$ cat config.mk
export PLATFORM = sky130hd
export DESIGN_NAME = energy_counter_power_monitor_core
export DESIGN_NICKNAME = d
export VERILOG_FILES = /design/src/hdl/ecpm_pkg.sv /design/src/hdl/ecpm_div.sv /design/src/hdl/energy_counter_power_monitor_core.sv
export SDC_FILE = /design/constraint.sdc
export NUM_CORES = 2
export LEC_CHECK = 0
export BUFFER_PORTS_ARGS = -buffer_cell sky130_fd_sc_hd__buf_2
export CAP_MARGIN = 40
export CORE_UTILIZATION = 32
export DETAILED_ROUTE_END_ITERATION = 8
export SYNTH_ARGS = -nofsm -noshare
export SYNTH_HDL_FRONTEND = slang
export SYNTH_HIERARCHICAL = 1
export SYNTH_SLANG_ARGS = --single-unit
$ cat constraint.sdc
create_clock -name clk -period 16.9 [get_ports clk]
set_clock_uncertainty 0.2 [all_clocks]
set_input_delay 0.845 -clock clk [delete_from_list [all_inputs] [get_ports clk]]
set_output_delay 0.845 -clock clk [all_outputs]
set_load 0.05 [all_outputs]
$ cat src/hdl/ecpm_pkg.sv
package ecpm_pkg;

  // Depth of the power history ring and field widths.
  localparam int HIST_DEPTH = 16;
  localparam int POS_W      = $clog2(HIST_DEPTH);
  localparam int WIN_W      = 5;
  localparam int CNT_W      = 40;
  localparam int TIME_W     = 64;
  localparam int MW_W       = 24;
  localparam int SUM_W      = 28;
  localparam int ACC_W      = 56;
  localparam int NUM_W      = 60;
  localparam int QUOT_W     = MW_W + 1;
  localparam int CFG_DW     = 64;
  localparam int CFG_AW     = 5;

  // Scale from microjoules per nanosecond to milliwatts.
  localparam logic [19:0] MW_SCALE = 20'd1000000;
  localparam logic [MW_W-1:0] MW_MAX = {MW_W{1'b1}};
  localparam logic [CNT_W-1:0] CNT_MAX_RST = 40'd262143328850;
  localparam logic [WIN_W-1:0] WIN_RST = 5'd3;

  // Configuration register indexes.
  localparam logic [1:0] REG_PKG_MAX  = 2'd0;
  localparam logic [1:0] REG_DRAM_MAX = 2'd1;
  localparam logic [1:0] REG_WINDOW   = 2'd2;

  // Command codes.
  localparam logic CMD_PRIME  = 1'b0;
  localparam logic CMD_SAMPLE = 1'b1;

  // Divider control and status.
  typedef struct packed {
    logic start;
  } div_ctl_t;

  typedef struct packed {
    logic busy;
    logic done;
  } div_stat_t;

  // Wrap-aware counter difference; zero when the previous reading exceeds the maximum plus the current one.
  function automatic logic [CNT_W-1:0] wrap_delta(input logic [CNT_W-1:0] cur,
                                                  input logic [CNT_W-1:0] prev,
                                                  input logic [CNT_W-1:0] maxv);
    logic [CNT_W:0] up;
    logic [CNT_W:0] diff;
    up   = {1'b0, maxv} + {1'b0, cur};
    diff = up - {1'b0, prev};
    if (cur >= prev) begin
      return cur - prev;
    end else if (up < {1'b0, prev}) begin
      return '0;
    end else begin
      return diff[CNT_W-1:0];
    end
  endfunction

endpackage

$ cat src/hdl/ecpm_div.sv
module ecpm_div
  import ecpm_pkg::*;
(
  input  logic                    clk,
  input  logic                    rst_n,
  input  div_ctl_t                ctl,
  input  logic [NUM_W-1:0]        dividend,
  input  logic [TIME_W-1:0]       divisor,
  output div_stat_t               stat,
  output logic [MW_W-1:0]         quot
);

  logic                 busy_r;
  logic                 done_r;
  logic [4:0]           cnt_r;
  logic [TIME_W-1:0]    rem_r;
  logic [TIME_W-1:0]    dsr_r;
  logic [QUOT_W-1:0]    low_r;
  logic [QUOT_W-1:0]    q_r;
  logic                 sat_r;
  logic [TIME_W:0]      trial;
  logic [TIME_W:0]      diff;
  logic                 take;
  logic [NUM_W-QUOT_W-1:0] hi;

  // One restoring step: shift in the next dividend bit and try the subtract.
  assign hi    = dividend[NUM_W-1:QUOT_W];
  assign trial = {rem_r, low_r[QUOT_W-1]};
  assign diff  = trial - {1'b0, dsr_r};
  assign take  = (trial >= {1'b0, dsr_r});

  // Control state.
  always_ff @(posedge clk) begin
    if (!rst_n) begin
      busy_r <= 1'b0;
      done_r <= 1'b0;
      cnt_r  <= '0;
    end else begin
      done_r <= busy_r && (cnt_r == 5'd1);
      if (ctl.start && !busy_r) begin
        busy_r <= 1'b1;
        cnt_r  <= 5'(QUOT_W);
      end else if (busy_r) begin
        cnt_r <= cnt_r - 5'd1;
        if (cnt_r == 5'd1) begin
          busy_r <= 1'b0;
        end
      end
    end
  end

  // Datapath; a quotient past the upper bits saturates.
  always_ff @(posedge clk) begin
    if (ctl.start && !busy_r) begin
      rem_r <= {{(TIME_W-NUM_W+QUOT_W){1'b0}}, hi};
      dsr_r <= divisor;
      low_r <= dividend[QUOT_W-1:0];
      q_r   <= '0;
      sat_r <= ({{(TIME_W-NUM_W+QUOT_W){1'b0}}, hi} >= divisor);
    end else if (busy_r) begin
      rem_r <= take ? diff[TIME_W-1:0] : trial[TIME_W-1:0];
      low_r <= {low_r[QUOT_W-2:0], 1'b0};
      q_r   <= {q_r[QUOT_W-2:0], take};
    end
  end

  assign quot = (sat_r || q_r[QUOT_W-1]) ? MW_MAX : q_r[MW_W-1:0];
  assign stat.busy = busy_r;
  assign stat.done = done_r;

  a_done_idle: assert property (@(posedge clk) disable iff (!rst_n) done_r |-> !busy_r)
    else $error("divider done while busy");
  a_done_end: assert property (@(posedge clk) disable iff (!rst_n)
    done_r |-> $past(busy_r) && $past(cnt_r) == 5'd1)
    else $error("divider done without a final step");

endmodule

$ cat src/hdl/energy_counter_power_monitor_core.sv
// Channel  | Handshake                      | Payload
// input    | in_valid / in_ready            | in_command, in_package_counter, in_dram_counter,
//          |                                | in_timestamp_ns
// result   | out_valid / out_ready          | out_* deltas, powers, averages, totals
// config   | psel, penable, pwrite, pready  | paddr, pwdata, prdata (64-bit registers at 8*i)
// A prime, or a first sample, only sets the baseline; a zero interval returns to idle without a result.
// For a sample the shared 25-step divider runs four times,
// twice for power and twice for the moving averages.
// Reset (rst_n, synchronous) clears the baseline, ring state and totals.
// A finished result waits in the output register while the next transaction is accepted;
// the block holds in its final state only while that register is full and out_ready is low.
module energy_counter_power_monitor_core
  import ecpm_pkg::*;
(
  input  logic                clk,
  input  logic                rst_n,
  input  logic                in_valid,
  output logic                in_ready,
  input  logic                in_command,
  input  logic [CNT_W-1:0]    in_package_counter,
  input  logic [CNT_W-1:0]    in_dram_counter,
  input  logic [TIME_W-1:0]   in_timestamp_ns,
  output logic                out_valid,
  input  logic                out_ready,
  output logic [CNT_W-1:0]    out_package_delta_uj,
  output logic [CNT_W-1:0]    out_dram_delta_uj,
  output logic [TIME_W-1:0]   out_interval_ns,
  output logic [MW_W-1:0]     out_package_mw,
  output logic [MW_W-1:0]     out_dram_mw,
  output logic [MW_W:0]       out_total_mw,
  output logic [MW_W-1:0]     out_package_smooth_mw,
  output logic [MW_W-1:0]     out_dram_smooth_mw,
  output logic [MW_W:0]       out_total_smooth_mw,
  output logic [ACC_W-1:0]    out_package_energy_total_uj,
  output logic [ACC_W-1:0]    out_dram_energy_total_uj,
  input  logic                psel,
  input  logic                penable,
  input  logic                pwrite,
  input  logic [CFG_AW-1:0]   paddr,
  input  logic [CFG_DW-1:0]   pwdata,
  output logic [CFG_DW-1:0]   prdata,
  output logic                pready
);

  typedef enum logic [6:0] {
    S_IDLE  = 7'b0000001,
    S_DELTA = 7'b0000010,
    S_MUL   = 7'b0000100,
    S_START = 7'b0001000,
    S_DIV   = 7'b0010000,
    S_RING  = 7'b0100000,
    S_DONE  = 7'b1000000
  } state_t;

  state_t state_r, state_nxt;

  logic [CNT_W-1:0]   pkg_max_r, dram_max_r;
  logic [WIN_W-1:0]   win_r;
  logic               base_valid_r;
  logic [CNT_W-1:0]   last_pc_r, last_dc_r;
  logic [TIME_W-1:0]  last_t_r;
  logic [CNT_W-1:0]   pc_r, dc_r;
  logic [TIME_W-1:0]  t_r;
  logic [TIME_W-1:0]  dt_r;
  logic [CNT_W-1:0]   pd_r, dd_r;
  logic [NUM_W-1:0]   num_r;
  logic [1:0]         phase_r;
  logic [MW_W-1:0]    pmw_r, dmw_r, ps_r;
  logic [SUM_W-1:0]   psum_r, dsum_r;
  logic [WIN_W-1:0]   fill_r;
  logic [POS_W-1:0]   pos_r;
  logic [ACC_W-1:0]   pacc_r, dacc_r;
  logic               out_valid_r;
  logic [MW_W-1:0]    pring_r [HIST_DEPTH];
  logic [MW_W-1:0]    dring_r [HIST_DEPTH];

  logic               in_acc, prime, cfg_wr, out_free;
  logic [1:0]         cfg_idx;
  logic [TIME_W-1:0]  dt;
  logic [WIN_W-1:0]   w;
  logic [POS_W-1:0]   posx;
  logic [WIN_W-1:0]   pos_inc;
  logic               full;
  logic [CNT_W-1:0]   mul_src;
  logic [NUM_W-1:0]   dvd;
  logic [TIME_W-1:0]  dsr;
  logic [MW_W-1:0]    quot;
  div_ctl_t           dctl;
  div_stat_t          dstat;

  assign in_ready = (state_r == S_IDLE);
  assign in_acc   = in_valid && in_ready;
  assign prime    = (in_command == CMD_PRIME) || !base_valid_r;
  assign out_free = !out_valid_r || out_ready;
  assign cfg_wr   = psel && penable && pwrite && pready;
  assign cfg_idx  = paddr[CFG_AW-1:3];
  assign pready   = 1'b1;
  assign dt       = t_r - last_t_r;

  // Register read mux.
  always_comb begin
    unique case (cfg_idx)
      REG_PKG_MAX:  prdata = {{(CFG_DW-CNT_W){1'b0}}, pkg_max_r};
      REG_DRAM_MAX: prdata = {{(CFG_DW-CNT_W){1'b0}}, dram_max_r};
      REG_WINDOW:   prdata = {{(CFG_DW-WIN_W){1'b0}}, win_r};
      default:      prdata = '0;
    endcase
  end

  // Effective window and ring position.
  always_comb begin
    priority if (win_r == '0) begin
      w = WIN_W'(1);
    end else if (win_r > WIN_W'(HIST_DEPTH)) begin
      w = WIN_W'(HIST_DEPTH);
    end else begin
      w = win_r;
    end
    posx    = ({1'b0, pos_r} >= w) ? '0 : pos_r;
    pos_inc = {1'b0, posx} + WIN_W'(1);
    full    = (fill_r >= w);
  end

  // Shared divider operands: power first, then ring averages.
  assign mul_src  = (phase_r == 2'd0) ? pd_r : dd_r;
  assign dvd      = phase_r[1] ? {{(NUM_W-SUM_W){1'b0}}, (phase_r[0] ? dsum_r : psum_r)} : num_r;
  assign dsr      = phase_r[1] ? {{(TIME_W-WIN_W){1'b0}}, fill_r} : dt_r;
  assign dctl.start = (state_r == S_START);

  ecpm_div u_div (
    .clk      (clk),
    .rst_n    (rst_n),
    .ctl      (dctl),
    .dividend (dvd),
    .divisor  (dsr),
    .stat     (dstat),
    .quot     (quot)
  );

  // Sequencer.
  always_comb begin
    state_nxt = state_r;
    unique case (state_r)
      S_IDLE:  if (in_acc && !prime) state_nxt = S_DELTA;
      S_DELTA: state_nxt = (dt == '0) ? S_IDLE : S_MUL;
      S_MUL:   state_nxt = S_START;
      S_START: state_nxt = S_DIV;
      S_DIV: begin
        if (dstat.done) begin
          unique case (phase_r)
            2'd0:    state_nxt = S_MUL;
            2'd1:    state_nxt = S_RING;
            2'd2:    state_nxt = S_START;
            default: state_nxt = S_DONE;
          endcase
        end
      end
      S_RING:  state_nxt = S_START;
      S_DONE:  if (out_free) state_nxt = S_IDLE;
      default: state_nxt = S_IDLE;
    endcase
  end

  // Control state, configuration, baseline, ring bookkeeping and totals.
  always_ff @(posedge clk) begin
    if (!rst_n) begin
      state_r      <= S_IDLE;
      pkg_max_r    <= CNT_MAX_RST;
      dram_max_r   <= CNT_MAX_RST;
      win_r        <= WIN_RST;
      base_valid_r <= 1'b0;
      last_pc_r    <= '0;
      last_dc_r    <= '0;
      last_t_r     <= '0;
      psum_r       <= '0;
      dsum_r       <= '0;
      fill_r       <= '0;
      pos_r        <= '0;
      pacc_r       <= '0;
      dacc_r       <= '0;
      phase_r      <= '0;
      out_valid_r  <= 1'b0;
    end else begin
      state_r <= state_nxt;
      if (out_valid_r && out_ready && state_r != S_DONE) out_valid_r <= 1'b0;
      if (cfg_wr) begin
        unique case (cfg_idx)
          REG_PKG_MAX:  pkg_max_r  <= pwdata[CNT_W-1:0];
          REG_DRAM_MAX: dram_max_r <= pwdata[CNT_W-1:0];
          REG_WINDOW: begin
            win_r  <= pwdata[WIN_W-1:0];
            psum_r <= '0;
            dsum_r <= '0;
            fill_r <= '0;
            pos_r  <= '0;
          end
          default: ;
        endcase
      end
      if (in_acc && prime) begin
        last_pc_r    <= in_package_counter;
        last_dc_r    <= in_dram_counter;
        last_t_r     <= in_timestamp_ns;
        base_valid_r <= 1'b1;
      end
      if (state_r == S_DELTA) phase_r <= 2'd0;
      if (state_r == S_DIV && dstat.done) phase_r <= phase_r + 2'd1;
      if (state_r == S_RING) begin
        psum_r  <= full ? psum_r - SUM_W'(pring_r[posx]) + SUM_W'(pmw_r)
                        : psum_r + SUM_W'(pmw_r);
        dsum_r  <= full ? dsum_r - SUM_W'(dring_r[posx]) + SUM_W'(dmw_r)
                        : dsum_r + SUM_W'(dmw_r);
        fill_r  <= full ? w : fill_r + WIN_W'(1);
        pos_r   <= (pos_inc >= w) ? '0 : pos_inc[POS_W-1:0];
        phase_r <= 2'd2;
      end
      if (state_r == S_DONE && out_free) begin
        out_valid_r <= 1'b1;
        pacc_r      <= pacc_r + ACC_W'(pd_r);
        dacc_r      <= dacc_r + ACC_W'(dd_r);
        last_pc_r   <= pc_r;
        last_dc_r   <= dc_r;
        last_t_r    <= t_r;
      end
    end
  end

  // Payload registers and the power history ring.
  always_ff @(posedge clk) begin
    if (in_acc) begin
      pc_r <= in_package_counter;
      dc_r <= in_dram_counter;
      t_r  <= in_timestamp_ns;
    end
    if (state_r == S_DELTA) begin
      dt_r <= dt;
      pd_r <= wrap_delta(pc_r, last_pc_r, pkg_max_r);
      dd_r <= wrap_delta(dc_r, last_dc_r, dram_max_r);
    end
    if (state_r == S_MUL) begin
      num_r <= {{(NUM_W-CNT_W){1'b0}}, mul_src} * {{(NUM_W-20){1'b0}}, MW_SCALE};
    end
    if (state_r == S_DIV && dstat.done) begin
      unique case (phase_r)
        2'd0:    pmw_r <= quot;
        2'd1:    dmw_r <= quot;
        2'd2:    ps_r  <= quot;
        default: ;
      endcase
    end
    if (state_r == S_RING) begin
      pring_r[posx] <= pmw_r;
      dring_r[posx] <= dmw_r;
    end
    if (state_r == S_DONE && out_free) begin
      out_package_delta_uj        <= pd_r;
      out_dram_delta_uj           <= dd_r;
      out_interval_ns             <= dt_r;
      out_package_mw              <= pmw_r;
      out_dram_mw                 <= dmw_r;
      out_total_mw                <= {1'b0, pmw_r} + {1'b0, dmw_r};
      out_package_smooth_mw       <= ps_r;
      out_dram_smooth_mw          <= quot;
      out_total_smooth_mw         <= {1'b0, ps_r} + {1'b0, quot};
      out_package_energy_total_uj <= pacc_r + ACC_W'(pd_r);
      out_dram_energy_total_uj    <= dacc_r + ACC_W'(dd_r);
    end
  end

  assign out_valid = out_valid_r;

  a_fill_range: assert property (@(posedge clk) disable iff (!rst_n)
    fill_r <= WIN_W'(HIST_DEPTH))
    else $error("ring fill beyond history depth");
  a_prime_base: assert property (@(posedge clk) disable iff (!rst_n)
    in_acc && prime |=> base_valid_r && state_r == S_IDLE)
    else $error("prime did not set the baseline");
  a_out_from_done: assert property (@(posedge clk) disable iff (!rst_n)
    $rose(out_valid_r) |-> $past(state_r) == S_DONE)
    else $error("result raised outside the final state");
  a_start_idle: assert property (@(posedge clk) disable iff (!rst_n)
    dctl.start |-> !dstat.busy)
    else $error("divider started while busy");

endmodule
Yosys cells after proc, flatten, opt, wreduce, memory -nomap -nowiden:

Memory sizes are Yosys's and may differ from the RTL's.
Index checks and enable logic that the tools add are counted.
W data, S select, Z words.

* register bits after elaboration: 1419
* bits in latches: 0
* bits in writable memories: 768
* memory bits (read-only): 0
* bits of input ports: 221
* memories: 2

* add/subtract/negate cells: 22
* $mul: 1
* divide/modulo/power cells: 0
* magnitude comparators: 10
* eq/ne operators: 16
* shifts and indexed selects: 0
* multiplexer cells: 56
* bitwise operators: 2
* reduce and logical (&&, ||, !) cells: 40

Memory list
* dring_r: depth 16, bits a word 24, read ports 1, clocked after memory_dff 0, wr ports 1, line energy_counter_power_monitor_core.sv:75 `logic [MW_W-1:0] dring_r [HIST_DEPTH];`
* pring_r: depth 16, bits a word 24, read ports 1, clocked after memory_dff 0, wr ports 1, line energy_counter_power_monitor_core.sv:74 `logic [MW_W-1:0] pring_r [HIST_DEPTH];`

Operators by type and width (count)
* $mux W40: 9
* $mux W64: 4
* $mux W28: 7
* $sub A40 B40 Y40: 4
* $sub A64 B64 Y64: 2
* $pmux W40 S3: 1
* $add A28 B24 Y28: 4
* $add A56 B40 Y56: 2
* $add A40 B40 Y41: 2
* $lt A41 B40 Y1: 2
* $ge A40 B40 Y1: 2
* $mux W35: 2
* $ge A65 B64 Y1: 1
* $ge A35 B64 Y1: 1
* $logic_not A64 Y1: 1
* $mux W60: 1
* $sub A28 B24 Y28: 2
* $mul A40 B14 Y54 const B: 1
* $add A24 B24 Y25: 2
* $mux W25: 2
* $pmux W7 S6: 1
* $mux W5: 8
* $mux W24: 1
* $mux W7: 3
* other kinds (36): 82

Longest topological paths before layout:

An unclocked memory read counts as a cell.

* depth in word-level cells: 10
* gate-level depth with buffers: 37
* gate-level depth less buffers: 34

Cells and area by module:

The synthesis kept the hierarchy.

By module, submodules not included
* energy_counter_power_monitor_core: times used 1, cells each 10090, area an instance 110313.3 um2
* ecpm_div: times used 1, cells each 1398, area an instance 12324.3 um2

Least setup slack after synthesis:

No wires, ideal clock.

* path kind: register -> register
* start: reg state_r[0]
* end: reg out_dram_delta_uj[0] (enable)
* setup time: 0.923 ns
* data arrival time: 13.002 ns
* required time: 15.777 ns
* slack: 2.774 ns
* cell stages (with the launch flop): 10
* buffers on the path: 4
* period minus slack after synthesis: 14.126 ns
* path through: dfxtp_1 or4_1 nor2_1 nand3b_1 nand2b_1 clkbuf_1 inv_1 clkbuf_1 clkbuf_1 clkbuf_1

* cells in the longest elaborated chain, start to end: 2

Ends and longest elaborated chain
* start: declaration: line energy_counter_power_monitor_core.sv:55 `state_t state_r, state_nxt;`
* start signal: assignment: line energy_counter_power_monitor_core.sv:184 `state_r <= state_nxt;`
* $eq A7 B7 Y1: line energy_counter_power_monitor_core.sv:255 `if (state_r == S_DONE && out_free) begin`
* $logic_and A1 B1 Y1: line energy_counter_power_monitor_core.sv:255
* end signal: assignment: line energy_counter_power_monitor_core.sv:257 `out_dram_delta_uj <= dd_r;`
* end: declaration: line energy_counter_power_monitor_core.sv:26 `output logic [CNT_W-1:0] out_dram_delta_uj,`

No other way between the ends.
A chain may end at the register's enable or synchronous reset.

Worst setup path in the final report:

* start: reg pos_r[0]
* end: reg psum_r[26]

* cells in the longest elaborated chain, start to end: 7

Ends and longest elaborated chain
* start: declaration: line energy_counter_power_monitor_core.sv:71 `logic [POS_W-1:0] pos_r;`
* start signal: assignment: line energy_counter_power_monitor_core.sv:214 `pos_r <= (pos_inc >= w) ? '0 : pos_inc[POS_W-1:0];`
* $ge A4 B5 Y1: line energy_counter_power_monitor_core.sv:119 `posx = ({1'b0, pos_r} >= w) ? '0 : pos_r;`
* $mux W4 *: line energy_counter_power_monitor_core.sv:119
* $mem_v2 Z16 W24 *
* $sub A28 B24 Y28 *: line energy_counter_power_monitor_core.sv:209 `psum_r <= full ? psum_r - SUM_W'(pring_r[posx]) + SUM_W'(pmw_r)`
* $add A28 B24 Y28 *: line energy_counter_power_monitor_core.sv:209
* $mux W28 *: line energy_counter_power_monitor_core.sv:209
* $mux W28 *: line energy_counter_power_monitor_core.sv:208 `if (state_r == S_RING) begin`
* end signal: assignment: line energy_counter_power_monitor_core.sv:209
* end: declaration: line energy_counter_power_monitor_core.sv:69 `logic [SUM_W-1:0] psum_r, dsum_r;`

Mark *: on every way between the ends. The rest lies on a longest branch, timed or not.

==> key figures <==
Setup path
  – WP data arrival: 10250 ps
  – Crit path from: pos_r[0]
  – Critical path capture point type: register
  – CP max stage cell: dfxtp_4
  – Cell mode on critical path: a21oi_1
  – Max incr delay on CP: 650 ps
  – Startpoint types: register
  – Worst reg2reg path startpoint: pos_r[0]
  – WS Path Type: reg2reg
  – Critical path required time: 17560 ps
  – Critical Path Fanout Max: 136

CTS
  – Clk_lat worst skew: 1000 ps
  – Hold-fix buffers, CTS: 185
  – Sink Count: 2187
  – Total CTS buffers: 243
  – CTS tree: yes
  – Resized cells post-CTS: 0
  – Root Buffer: clkbuf_16
  – Setup bufs post-CTS: 0
  – Number of buffers on the longest clock path: 4
  – H-tree levels: 4
  – Clk slew on worst S/H paths: 70 ps

Global routing
  – Vias in the first global route: 87200
  – Initial antenna violation count: 45
  – Gr usage total: 19.5%
  – First-pass GRT wire length: 571000 um
  – Global route total overflow: 0
  – Largest net degree at the start of global routing: 180

Placement
  – Port buffer count: 637
  – DP HPWL: 282000 um
  – Gpl congestion: 0.931
  – Placed Area: 0.132 mm^2

Final layout
  – Most common cell after layout, fill and taps aside: edfxtp_1
  – Area delta synth->final: 16.0%
  – Commonest non-fill, non-tap cells in the layout: 1709 x edfxtp_1, 1457 x nand2_1, 841 x ha_1
  – Nets: 13500
  – Share of cells above drive strength 1: 11.0%
  – Design area: 0.142 mm^2

STA
  – Worst Max-Slew Pin Slew: 1230 ps
  – Final Hold Viols: 0
  – Setup TNS: 0 ps
  – # setup viols final: 0
  – Fmax: 104 MHz
  – Unrepaired setup endpoints after global routing: no
  – WHS: 183 ps
  – Period minus WS final: 9590 ps
  – Max Slew Vio Count: 0
  – Relative slew margins: 18.1%
  – Final Cycle Share: 56.7%

Detailed routing
  – Routed Antenna Nets: 0
  – First-pass DRT Iterations: 6
  – Wirelength, routed: 391000 um
  – Wirelength per Cell: 22.4 um
  – Initial detailed-routing violation count: 8289
  – Drt drc: 0
  – DR vias: 91800
  – Routed vias/inst: 5.25

Floorplanning
  – Die Wd: 621 um
  – Die height: 621 um
  – CORE AREA: 0.380 mm^2
  – Full die area: 0.386 mm^2
  – # IOs: 690
  – Initial Util: 32.3%
  – FP Rows: 226

Power and ir drop
  – Worst VDD drop: 0.165 mV
  – Power density cells: 148 mW/mm^2
  – Lkg Pwr: 0.0556 uW

Logic synthesis
  – Mapped Cells: 11500
  – Syn Std Cell Area: 0.123 mm^2
  – Mean Syn Cell Area: 10.7 um^2
  – Ys Warns: 6

Flow run
  – Max-cap check violation count: 0

Worst hold path
  – Hold Crit Class: reg2reg
  – Min-delay src: ps_r[7]

Outcome
  – Status: finished clean
## path summary, 6_finish.rpt
kind | to | slack, ps | depth (start not counted)
max | psum_r[26] | 7310 | 33
min | out_package_smooth_mw[7] | 180 | 0
min reg2reg | out_package_smooth_mw[7] | 180 | 0
max reg2reg | psum_r[26] | 7310 | 33
## metrics by stage
step | utilization [%] | total power, uW | std cells | setup slack [ps]
finish | 37.4 | 21100 | 17500 | 7310
global route | 37.4 | 22500 | 17500 | 6880
CTS | 37.4 | 21200 | 17500 | 7530
detailed placement | 34.8 | 15500 | 16800 | 7600
global placement | 34.6 | 15400 | 16800 | 7600
floorplan | - | 13400 | 11500 | 2770
## critical path, delay by kind of cell, from the launching register on
kind / cells / cell delay [ps]
and+or+nand+nor: 7 / 1720
adders and majority gates: 3 / 1170
xor gates and xnor gates: 1 / 150
buffers and inverters: 5 / 1340
DFF: 1 / 650
AOI/OAI and AO/OA: 17 / 3960
## area by class of cell
| class | count | area, um^2 |
|---|---|---|
| inverter | 747 | 2840 |
| clock buffer | 303 | 6520 |
| fill | 37400 | 238000 |
| timing repair buffer | 1003 | 6960 |
| multi-input combinational | 8049 | 57000 |
| tap | 5016 | 6280 |
| antenna | 15 | 37.5 |
| clock inverter | 154 | 1770 |
| sequential | 2187 | 60900 |
## registers in the layout (all words and copies together) (netlist names), 64 cells and up
register / flops
pring_r: 384
dring_r: 384
out_interval_ns: 64
dt_r: 64
t_r: 64
last_t_r: 64
u_div/rem_r: 64
u_div/dsr_r: 64
## routing by layer
layer	routed length, um	global-route usage, %	vias up
met5	81	0	-
met4	17700	7.91	12
met1	165000	25.8	44700
met2	182000	32.0	3165
met3	26500	2.65	605
li1	-	-	43300
## power by group
| group | switching (uW) | total, uW | internal (uW) | leakage, uW |
|---|---|---|---|---|
| sequential | 211 | 6650 | 6430 | 0.0193 |
| combinational | 5240 | 8870 | 3630 | 0.0323 |
| clock | 2330 | 5570 | 3250 | 0.00403 |
No activity file was read; power rests on OpenSTA's default activity.
